--- config.mk ---
export PLATFORM = sky130hd
export DESIGN_NAME = nearest_point_on_polyline
export DESIGN_NICKNAME = d
export VERILOG_FILES = /design/src/hdl/npp_pkg.sv /design/src/hdl/nearest_point_on_polyline.sv
export SDC_FILE = /design/constraint.sdc
export NUM_CORES = 2
export LEC_CHECK = 0
export BUFFER_PORTS_ARGS = -buffer_cell sky130_fd_sc_hd__clkbuf_2
export CAP_MARGIN = 20
export CORE_MARGIN = 1
export CORE_UTILIZATION = 31
export CTS_BUF_LIST = sky130_fd_sc_hd__clkbuf_16
export CTS_CLUSTER_DIAMETER = 50
export DETAILED_ROUTE_END_ITERATION = 12
export MAX_ROUTING_LAYER = met4
export SLEW_MARGIN = 15
export SYNTH_ARGS = -nofsm -noshare
export SYNTH_HDL_FRONTEND = slang
export SYNTH_SLANG_ARGS = --single-unit
--- constraint.sdc ---
create_clock -name clk -period 11 [get_ports clk]
set_input_delay 1.1 -clock clk [delete_from_list [all_inputs] [get_ports clk]]
set_output_delay 1.1 -clock clk [all_outputs]
set_load 0.02 [all_outputs]
--- src/hdl/npp_pkg.sv ---
// ----------------------------------------------------------------------------
// npp_pkg
// Shared types and constants for the nearest-point-on-polyline block.
// ----------------------------------------------------------------------------
package npp_pkg;

    localparam int DIST_W = 48;

    localparam logic [DIST_W-1:0] MAX_DIST_RESET = 48'd655360000;
    localparam logic [DIST_W-1:0] DIST_INFINITY  = {DIST_W{1'b1}};

    typedef enum logic [1:0] {
        STATUS_OK      = 2'd0,
        STATUS_NO_CAND = 2'd1,
        STATUS_TOO_FAR = 2'd2
    } status_t;

endpackage

--- src/hdl/nearest_point_on_polyline.sv ---
// ----------------------------------------------------------------------------
// nearest_point_on_polyline
// Snaps the origin onto a stream of polyline vertices and reports the
// nearest segment projection at the end of each query.
// ----------------------------------------------------------------------------
// Vertices arrive on the in_* channel (valid/ready), one item per vertex,
// relative to the query point. A vertex that is not first_of_edge closes a
// segment from the previous vertex of the same query, if there is one; the
// origin is projected onto it using one shared signed multiplier and a
// restoring divider producing one quotient bit per cycle. The divider runs
// only when the projection falls inside the segment; else it clamps to an
// end. in_ready is high only while the sequencer is idle.
// On last_of_query one item appears on out_* (valid/ready) from an output
// register; the next vertex may be accepted while it waits. A second result
// that finds the output register still full holds the sequencer until the
// receiver takes the first one.
// cfg_we writes max_distance_sq at once; it should only be written while idle.
// Reset clears all query state and loads the default distance limit.
// ----------------------------------------------------------------------------
module nearest_point_on_polyline #(
    parameter int COORD_WIDTH     = 24,
    parameter int T_FRACTION_BITS = 16,
    parameter int EDGE_ID_WIDTH   = 32
) (
    input  logic                            clk,
    input  logic                            rst_n,

    input  logic                            cfg_we,
    input  logic [npp_pkg::DIST_W-1:0]      cfg_wdata,

    input  logic                            in_valid,
    output logic                            in_ready,
    input  logic signed [COORD_WIDTH-1:0]   east,
    input  logic signed [COORD_WIDTH-1:0]   north,
    input  logic [EDGE_ID_WIDTH-1:0]        edge_id,
    input  logic                            on_bridge,
    input  logic                            first_of_edge,
    input  logic                            last_of_query,

    output logic                            out_valid,
    input  logic                            out_ready,
    output logic [1:0]                      status,
    output logic [EDGE_ID_WIDTH-1:0]        best_edge,
    output logic signed [COORD_WIDTH-1:0]   snapped_east,
    output logic signed [COORD_WIDTH-1:0]   snapped_north,
    output logic [npp_pkg::DIST_W-1:0]      snapped_dist_sq,
    output logic signed [COORD_WIDTH:0]     dir_east,
    output logic signed [COORD_WIDTH:0]     dir_north,
    output logic                            best_on_bridge
);

    localparam int C     = COORD_WIDTH;
    localparam int F     = T_FRACTION_BITS;
    localparam int DW    = npp_pkg::DIST_W;
    localparam int MW    = (C + 1 > F + 1) ? C + 1 : F + 1;
    localparam int PW    = 2 * MW;
    localparam int AW0   = (2 * C + 3 > PW) ? 2 * C + 3 : PW;
    localparam int ACC_W = (AW0 > DW) ? AW0 : DW;
    localparam int CNT_W = $clog2(F + 1);

    localparam logic signed [ACC_W-1:0] ROUND_HALF = ACC_W'(1) << (F - 1);
    localparam logic [CNT_W-1:0]        CNT_LAST   = CNT_W'(F - 1);

    typedef enum logic [14:0] {
        S_IDLE = 15'b000000000000001,
        S_P1   = 15'b000000000000010,
        S_P2   = 15'b000000000000100,
        S_P3   = 15'b000000000001000,
        S_P4   = 15'b000000000010000,
        S_P5   = 15'b000000000100000,
        S_CHK  = 15'b000000001000000,
        S_DIV  = 15'b000000010000000,
        S_T1   = 15'b000000100000000,
        S_T2   = 15'b000001000000000,
        S_T3   = 15'b000010000000000,
        S_D1   = 15'b000100000000000,
        S_D2   = 15'b001000000000000,
        S_D3   = 15'b010000000000000,
        S_FIN  = 15'b100000000000000
    } state_t;

    state_t state_reg, state_next;

    // query state
    logic [DW-1:0]            max_dist_reg;
    logic signed [C-1:0]      prev_e_reg, prev_n_reg;
    logic                     prev_valid_reg;
    logic [DW-1:0]            best_dist_reg;
    logic                     found_reg;
    logic [EDGE_ID_WIDTH-1:0] best_id_reg;
    logic signed [C-1:0]      best_e_reg, best_n_reg;
    logic signed [C:0]        best_de_reg, best_dn_reg;
    logic                     best_bridge_reg;

    // segment working registers
    logic signed [C-1:0]      a_e_reg, a_n_reg, b_e_reg, b_n_reg;
    logic signed [C:0]        sx_reg, sy_reg;
    logic [EDGE_ID_WIDTH-1:0] id_reg;
    logic                     bridge_reg, last_reg;
    logic signed [PW-1:0]     prod_reg;
    logic signed [ACC_W-1:0]  len_reg, dot_reg, acc_reg;
    logic [ACC_W-1:0]         rem_reg;
    logic [F-1:0]             t_reg;
    logic [CNT_W-1:0]         cnt_reg;
    logic signed [C-1:0]      px_reg, py_reg;

    // output register
    logic                     out_valid_reg;
    npp_pkg::status_t         status_reg;
    logic [EDGE_ID_WIDTH-1:0] out_id_reg;
    logic signed [C-1:0]      out_e_reg, out_n_reg;
    logic [DW-1:0]            out_dist_reg;
    logic signed [C:0]        out_de_reg, out_dn_reg;
    logic                     out_bridge_reg;

    logic signed [MW-1:0]     mul_a, mul_b;
    logic signed [ACC_W-1:0]  prod_ext;
    logic signed [ACC_W-1:0]  snap_sum, snap_off, snap_full;
    logic signed [C-1:0]      snap_base;
    logic [ACC_W-1:0]         rem_shift;
    logic                     rem_ge;
    logic signed [ACC_W-1:0]  d_full;
    logic [DW-1:0]            d_cand;
    logic                     accept, closes, emit_ok;

    assign accept  = in_valid && in_ready;
    assign closes  = !first_of_edge && prev_valid_reg;
    assign emit_ok = !out_valid_reg || out_ready;

    // shared multiplier operands
    always_comb
    begin
        mul_a = '0;
        mul_b = '0;
        case (state_reg)
            S_P1:    begin mul_a = MW'(sx_reg);  mul_b = MW'(sx_reg); end
            S_P2:    begin mul_a = MW'(sy_reg);  mul_b = MW'(sy_reg); end
            S_P3:    begin mul_a = MW'(a_e_reg); mul_b = MW'(sx_reg); end
            S_P4:    begin mul_a = MW'(a_n_reg); mul_b = MW'(sy_reg); end
            S_T1:    begin mul_a = MW'(signed'({1'b0, t_reg})); mul_b = MW'(sx_reg); end
            S_T2:    begin mul_a = MW'(signed'({1'b0, t_reg})); mul_b = MW'(sy_reg); end
            S_D1:    begin mul_a = MW'(px_reg);  mul_b = MW'(px_reg); end
            S_D2:    begin mul_a = MW'(py_reg);  mul_b = MW'(py_reg); end
            default: begin mul_a = '0;           mul_b = '0;          end
        endcase
    end

    assign prod_ext = ACC_W'(prod_reg);

    // start + floor((t*seg + half) / 2^F)
    assign snap_base = (state_reg == S_T2) ? a_e_reg : a_n_reg;
    assign snap_sum  = prod_ext + ROUND_HALF;
    assign snap_off  = snap_sum >>> F;
    assign snap_full = ACC_W'(snap_base) + snap_off;

    assign rem_shift = {rem_reg[ACC_W-2:0], 1'b0};
    assign rem_ge    = rem_shift >= $unsigned(len_reg);

    assign d_full = acc_reg + prod_ext;
    assign d_cand = d_full[DW-1:0];

    always_comb
    begin
        state_next = state_reg;
        case (state_reg)
            S_IDLE: if (accept) state_next = closes ? S_P1 : S_FIN;
            S_P1:   state_next = S_P2;
            S_P2:   state_next = S_P3;
            S_P3:   state_next = S_P4;
            S_P4:   state_next = S_P5;
            S_P5:   state_next = S_CHK;
            S_CHK:
            begin
                if (len_reg == '0 || dot_reg <= 0 || $unsigned(dot_reg) >= $unsigned(len_reg))
                    state_next = S_D1;
                else
                    state_next = S_DIV;
            end
            S_DIV:  if (cnt_reg == CNT_LAST) state_next = S_T1;
            S_T1:   state_next = S_T2;
            S_T2:   state_next = S_T3;
            S_T3:   state_next = S_D1;
            S_D1:   state_next = S_D2;
            S_D2:   state_next = S_D3;
            S_D3:   state_next = S_FIN;
            S_FIN:  if (!last_reg || emit_ok) state_next = S_IDLE;
            default: state_next = S_IDLE;
        endcase
    end

    // datapath, no reset needed
    always_ff @(posedge clk)
    begin
        prod_reg <= mul_a * mul_b;
        case (state_reg)
            S_IDLE:
            begin
                if (accept)
                begin
                    a_e_reg    <= prev_e_reg;
                    a_n_reg    <= prev_n_reg;
                    b_e_reg    <= east;
                    b_n_reg    <= north;
                    sx_reg     <= (C+1)'(east) - (C+1)'(prev_e_reg);
                    sy_reg     <= (C+1)'(north) - (C+1)'(prev_n_reg);
                    id_reg     <= edge_id;
                    bridge_reg <= on_bridge;
                    last_reg   <= last_of_query;
                end
            end
            S_P2: len_reg <= prod_ext;
            S_P3: len_reg <= len_reg + prod_ext;
            S_P4: dot_reg <= -prod_ext;
            S_P5: dot_reg <= dot_reg - prod_ext;
            S_CHK:
            begin
                rem_reg <= dot_reg;
                t_reg   <= '0;
                cnt_reg <= '0;
                if (len_reg == '0 || dot_reg <= 0)
                begin
                    px_reg <= a_e_reg;
                    py_reg <= a_n_reg;
                end
                else
                begin
                    px_reg <= b_e_reg;
                    py_reg <= b_n_reg;
                end
            end
            S_DIV:
            begin
                rem_reg <= rem_ge ? rem_shift - $unsigned(len_reg) : rem_shift;
                t_reg   <= {t_reg[F-2:0], rem_ge};
                cnt_reg <= cnt_reg + 1'b1;
            end
            S_T2: px_reg <= snap_full[C-1:0];
            S_T3: py_reg <= snap_full[C-1:0];
            S_D2: acc_reg <= prod_ext;
            default: ;
        endcase
    end

    // control and query state
    always_ff @(posedge clk or negedge rst_n)
    begin
        if (!rst_n)
        begin
            state_reg       <= S_IDLE;
            max_dist_reg    <= npp_pkg::MAX_DIST_RESET;
            prev_e_reg      <= '0;
            prev_n_reg      <= '0;
            prev_valid_reg  <= 1'b0;
            best_dist_reg   <= npp_pkg::DIST_INFINITY;
            found_reg       <= 1'b0;
            best_id_reg     <= '0;
            best_e_reg      <= '0;
            best_n_reg      <= '0;
            best_de_reg     <= '0;
            best_dn_reg     <= '0;
            best_bridge_reg <= 1'b0;
            out_valid_reg   <= 1'b0;
        end
        else
        begin
            state_reg <= state_next;
            if (cfg_we)
                max_dist_reg <= cfg_wdata;

            if (state_reg == S_FIN && last_reg && emit_ok)
                out_valid_reg <= 1'b1;
            else if (out_valid_reg && out_ready)
                out_valid_reg <= 1'b0;

            if (accept)
            begin
                prev_e_reg     <= east;
                prev_n_reg     <= north;
                prev_valid_reg <= 1'b1;
            end

            // strictly nearer wins, so an earlier segment keeps a tie
            if (state_reg == S_D3 && d_cand < best_dist_reg)
            begin
                best_dist_reg   <= d_cand;
                found_reg       <= 1'b1;
                best_id_reg     <= id_reg;
                best_e_reg      <= px_reg;
                best_n_reg      <= py_reg;
                best_de_reg     <= sx_reg;
                best_dn_reg     <= sy_reg;
                best_bridge_reg <= bridge_reg;
            end

            if (state_reg == S_FIN && last_reg && emit_ok)
            begin
                prev_e_reg      <= '0;
                prev_n_reg      <= '0;
                prev_valid_reg  <= 1'b0;
                best_dist_reg   <= npp_pkg::DIST_INFINITY;
                found_reg       <= 1'b0;
                best_id_reg     <= '0;
                best_e_reg      <= '0;
                best_n_reg      <= '0;
                best_de_reg     <= '0;
                best_dn_reg     <= '0;
                best_bridge_reg <= 1'b0;
            end
        end
    end

    // result payload; all fields but status read zero when no segment was seen
    always_ff @(posedge clk)
    begin
        if (state_reg == S_FIN && last_reg && emit_ok)
        begin
            out_id_reg     <= best_id_reg;
            out_e_reg      <= best_e_reg;
            out_n_reg      <= best_n_reg;
            out_de_reg     <= best_de_reg;
            out_dn_reg     <= best_dn_reg;
            out_bridge_reg <= best_bridge_reg;
            if (!found_reg)
            begin
                status_reg   <= npp_pkg::STATUS_NO_CAND;
                out_dist_reg <= '0;
            end
            else
            begin
                status_reg   <= (best_dist_reg > max_dist_reg) ? npp_pkg::STATUS_TOO_FAR
                                                               : npp_pkg::STATUS_OK;
                out_dist_reg <= best_dist_reg;
            end
        end
    end

    assign in_ready        = (state_reg == S_IDLE);
    assign out_valid       = out_valid_reg;
    assign status          = status_reg;
    assign best_edge       = out_id_reg;
    assign snapped_east    = out_e_reg;
    assign snapped_north   = out_n_reg;
    assign snapped_dist_sq = out_dist_reg;
    assign dir_east        = out_de_reg;
    assign dir_north       = out_dn_reg;
    assign best_on_bridge  = out_bridge_reg;

endmodule

==> impl_metrics.json <==
{
  "arrival_ns": 11.21,
  "start_util": 0.3127,
  "endpoint_kind": "flop",
  "finalNonFillerCells": 11739,
  "rsz0062_at_grt": "no",
  "crit_type": "flop to flop",
  "coreArea_mm2": 0.2491,
  "dp_hpwl_um": 215600,
  "clock_latency_ns": 0.79,
  "pin_count": 319,
  "powerDensity_mw_per_mm2": 187.0,
  "cp_max_fo": 32,
  "fin_crit_ns": 10.52,
  "min_path_type": "input port to async pin",
  "wl_um": 269500,
  "netlist_instances": 8012,
  "cts_sinks": 973,
  "drt-initial-drc-count": 5287,
  "synth_ff_type": "edfxtp_1",
  "crit_path_start_kind": "flop",
  "tightest_slew_ns": 1.267,
  "synthTopCellsByArea": "edfxtp_1 24%, fa_1 17%, ha_1 9.0%",
  "yosys-top-cells-count": "1,168 x nand2_1, 1,035 x inv_1, 665 x fa_1",
  "setup_viol": 0,
  "cts_made_buffers": 118,
  "maxCapViolCount": 0,
  "ant_nets": 0,
  "synth_fp_nets": 9374,
  "die_area_mm2": 0.2533,
  "area_delta_synth_final_pct": 12.86,
  "synth_top_area_frac": 0.2428,
  "cts_tree": "built",
  "io_buffers": 318,
  "max_freq_mhz": 95.07,
  "drive_gt1_frac": 0.1036,
  "finalMaxSlewViolations": 0,
  "vdd_drop_max_mv": 0.1573,
  "power_mw": 16.44,
  "h-tree-depth": 3,
  "ys_ff_latch": 973,
  "synth_edf_count": 630,
  "dp.cells": 11506,
  "yosysSeqAreaShare": 0.3507,
  "dr.pass1.iters": 6,
  "nets": 9660,
  "async_flop_share": 0.3011,
  "drc": 0,
  "ys_warn_count": 0,
  "final-hold-violation-count": 0,
  "syn_avg_cell_area_um2": 9.724,
  "grt_first_pass_wirelength_um": 399500,
  "synth_area_mm2": 0.07791,
  "setup_tns_ns": 0,
  "postCtsSetupBuffers": 0,
  "ys_types": 96,
  "timing.critical_path.mode_cell": "fa_1",
  "synth_most_common_cell": "nand2_1",
  "critical-path-max-stage-delay_ns": 0.95,
  "die_y_um": 503.3,
  "grt_max_degree": 144,
  "status": "finished clean",
  "grt_pass1_vias": 61978,
  "avgRoutedWirePerCell_um": 22.95,
  "via_per_inst": 5.198,
  "finalClockSkew_ns": 0.04637,
  "synth_top_area_cell": "edfxtp_1",
  "cts.root.buffer_cell": "clkbuf_16",
  "fin_crit_sh": 0.9563,
  "clk_pin_slew_ns": 0.06,
  "die_w_um": 503.3,
  "antenna_found_initial": 8,
  "max_slew_margin": 0.1553,
  "via_count": 61015,
  "rows": 183,
  "power.leakage_nw": 39.61,
  "cpMaxStageDelayCell": "a221oi_2",
  "globalRouteTotalUtil": 0.2172,
  "cts_max_path_buffers": 3,
  "required_ns": 11.69,
  "gp_congestion": 0.9830,
  "grt-ovfl-total": 0
}
==> cell usage in the layout, fill, tap and decap left out, types with 40 or more instances in the layout <==
cell          n
a21o_1      202
mux2_2       48
o21ai_0     470
nor4_1       49
fa_1        665
a22o_1       56
clkbuf_2    317
xor2_1      109
o21a_1       51
inv_1      1061
nand2_1    1166
xnor2_1     249
nand4_1      88
nand2b_1     58
dfxtp_1      50
o21bai_1     48
nand3_1      88
and2_1       60
nor2b_1      91
buf_4       167
dfstp_2      54
nor3_1       68
ha_1        561
a21oi_1     389
o31ai_1      72
clkbuf_16   121
edfxtp_1    630
nor2_1      538
a211oi_1     72
dfrtp_1     239
and3_1       40
==> per-layer routing <==
metal,track usage,part of all wire
met1,0.2752,0.42
met2,0.3471,0.47
met3,0.03337,0.066
met4,0.08606,0.044
met5,-,0
==> report_power, final <==
part	internal, mW	leakage [nW]	switching [mW]
Clock	2.26	2.06	1.77
Sequential	5.06	9.82	0.721
Combinational	2.44	27.7	4.19
==> cell type report <==
| class | instances | area (µm²) |
|---|---|---|
| Antenna cell | 5 | 12.51 |
| Multi-Input combinational cell | 5672 | 45500 |
| Fill cell | 25320 | 161200 |
| Timing Repair Buffer | 493 | 2969 |
| Inverter | 1040 | 3919 |
| Clock inverter | 105 | 1008 |
| Sequential cell | 973 | 27320 |
| Clock buffer | 121 | 3028 |
| Tap cell | 3330 | 4167 |
==> repair_timing <==
action                                  in CTS  in global routing
hold buffers                                 0                  0
resized for setup                            0                  8
endpoints found under the setup margin       0                 11
==> critical path: cells and delay by family (launching register included) <==
kind,cells,cell delay [ns]
xor gates and xnor gates,1,0.14
DFF,1,0.59
AOI/OAI and AO/OA,11,3.20
adders and majority gates,8,3.85
buffers and inverters,10,1.46
and+or+nand+nor,5,1.12
==> final timing paths <==
check | depth (start not counted) | slack [ns] | to | startpoint
min in group clk | 0 | 0.43 | dir_east[0] | best_de_reg[0]
min reg2reg | 0 | 0.43 | dir_east[0] | best_de_reg[0]
max | 35 | 0.48 | prod_reg[47] | state_reg[0]
max reg2reg | 35 | 0.48 | prod_reg[47] | state_reg[0]
max in group asynchronous | 3 | 8.31 | max_dist_reg[8] | rst_n
min | 1 | 0.39 | best_e_reg[20] | rst_n
==> through the flow <==
stage / utilization / hold WS (ns) / setup slack, ns / instance area (µm²)
final: 0.3529 / 0.3892 / 0.4811 / 87920
after global routing: 0.3529 / 0.4088 / 0.01712 / 87920
after CTS: 0.3527 / 0.3938 / 0.3513 / 87860
after detailed placement: 0.3365 / 0.4317 / 0.3656 / 83820
after global placement: 0.3365 / 0.4301 / 0.3560 / 83820
after floorplan: - / 0.4248 / 0.8116 / 77910
==> kinds of logic (layout without fill, tap and decap cells) <==
| logic type | after synthesis | count (layout) | synth area share |
|---|---|---|---|
| buffers and inverters | 1367 | 1759 | 0.06779 |
| AND/OR/NAND/NOR | 2368 | 2368 | 0.1351 |
| multiplexers | 70 | 70 | 0.009797 |
| other | 0 | 5 | 0 |
| adder cells (fa/ha/maj) | 1226 | 1226 | 0.2610 |
| flip-flops | 973 | 973 | 0.3507 |
| XOR/XNOR | 358 | 358 | 0.04025 |
| AO/OA/AOI/OAI | 1650 | 1650 | 0.1354 |
Power figures use the tool's default switching activity.
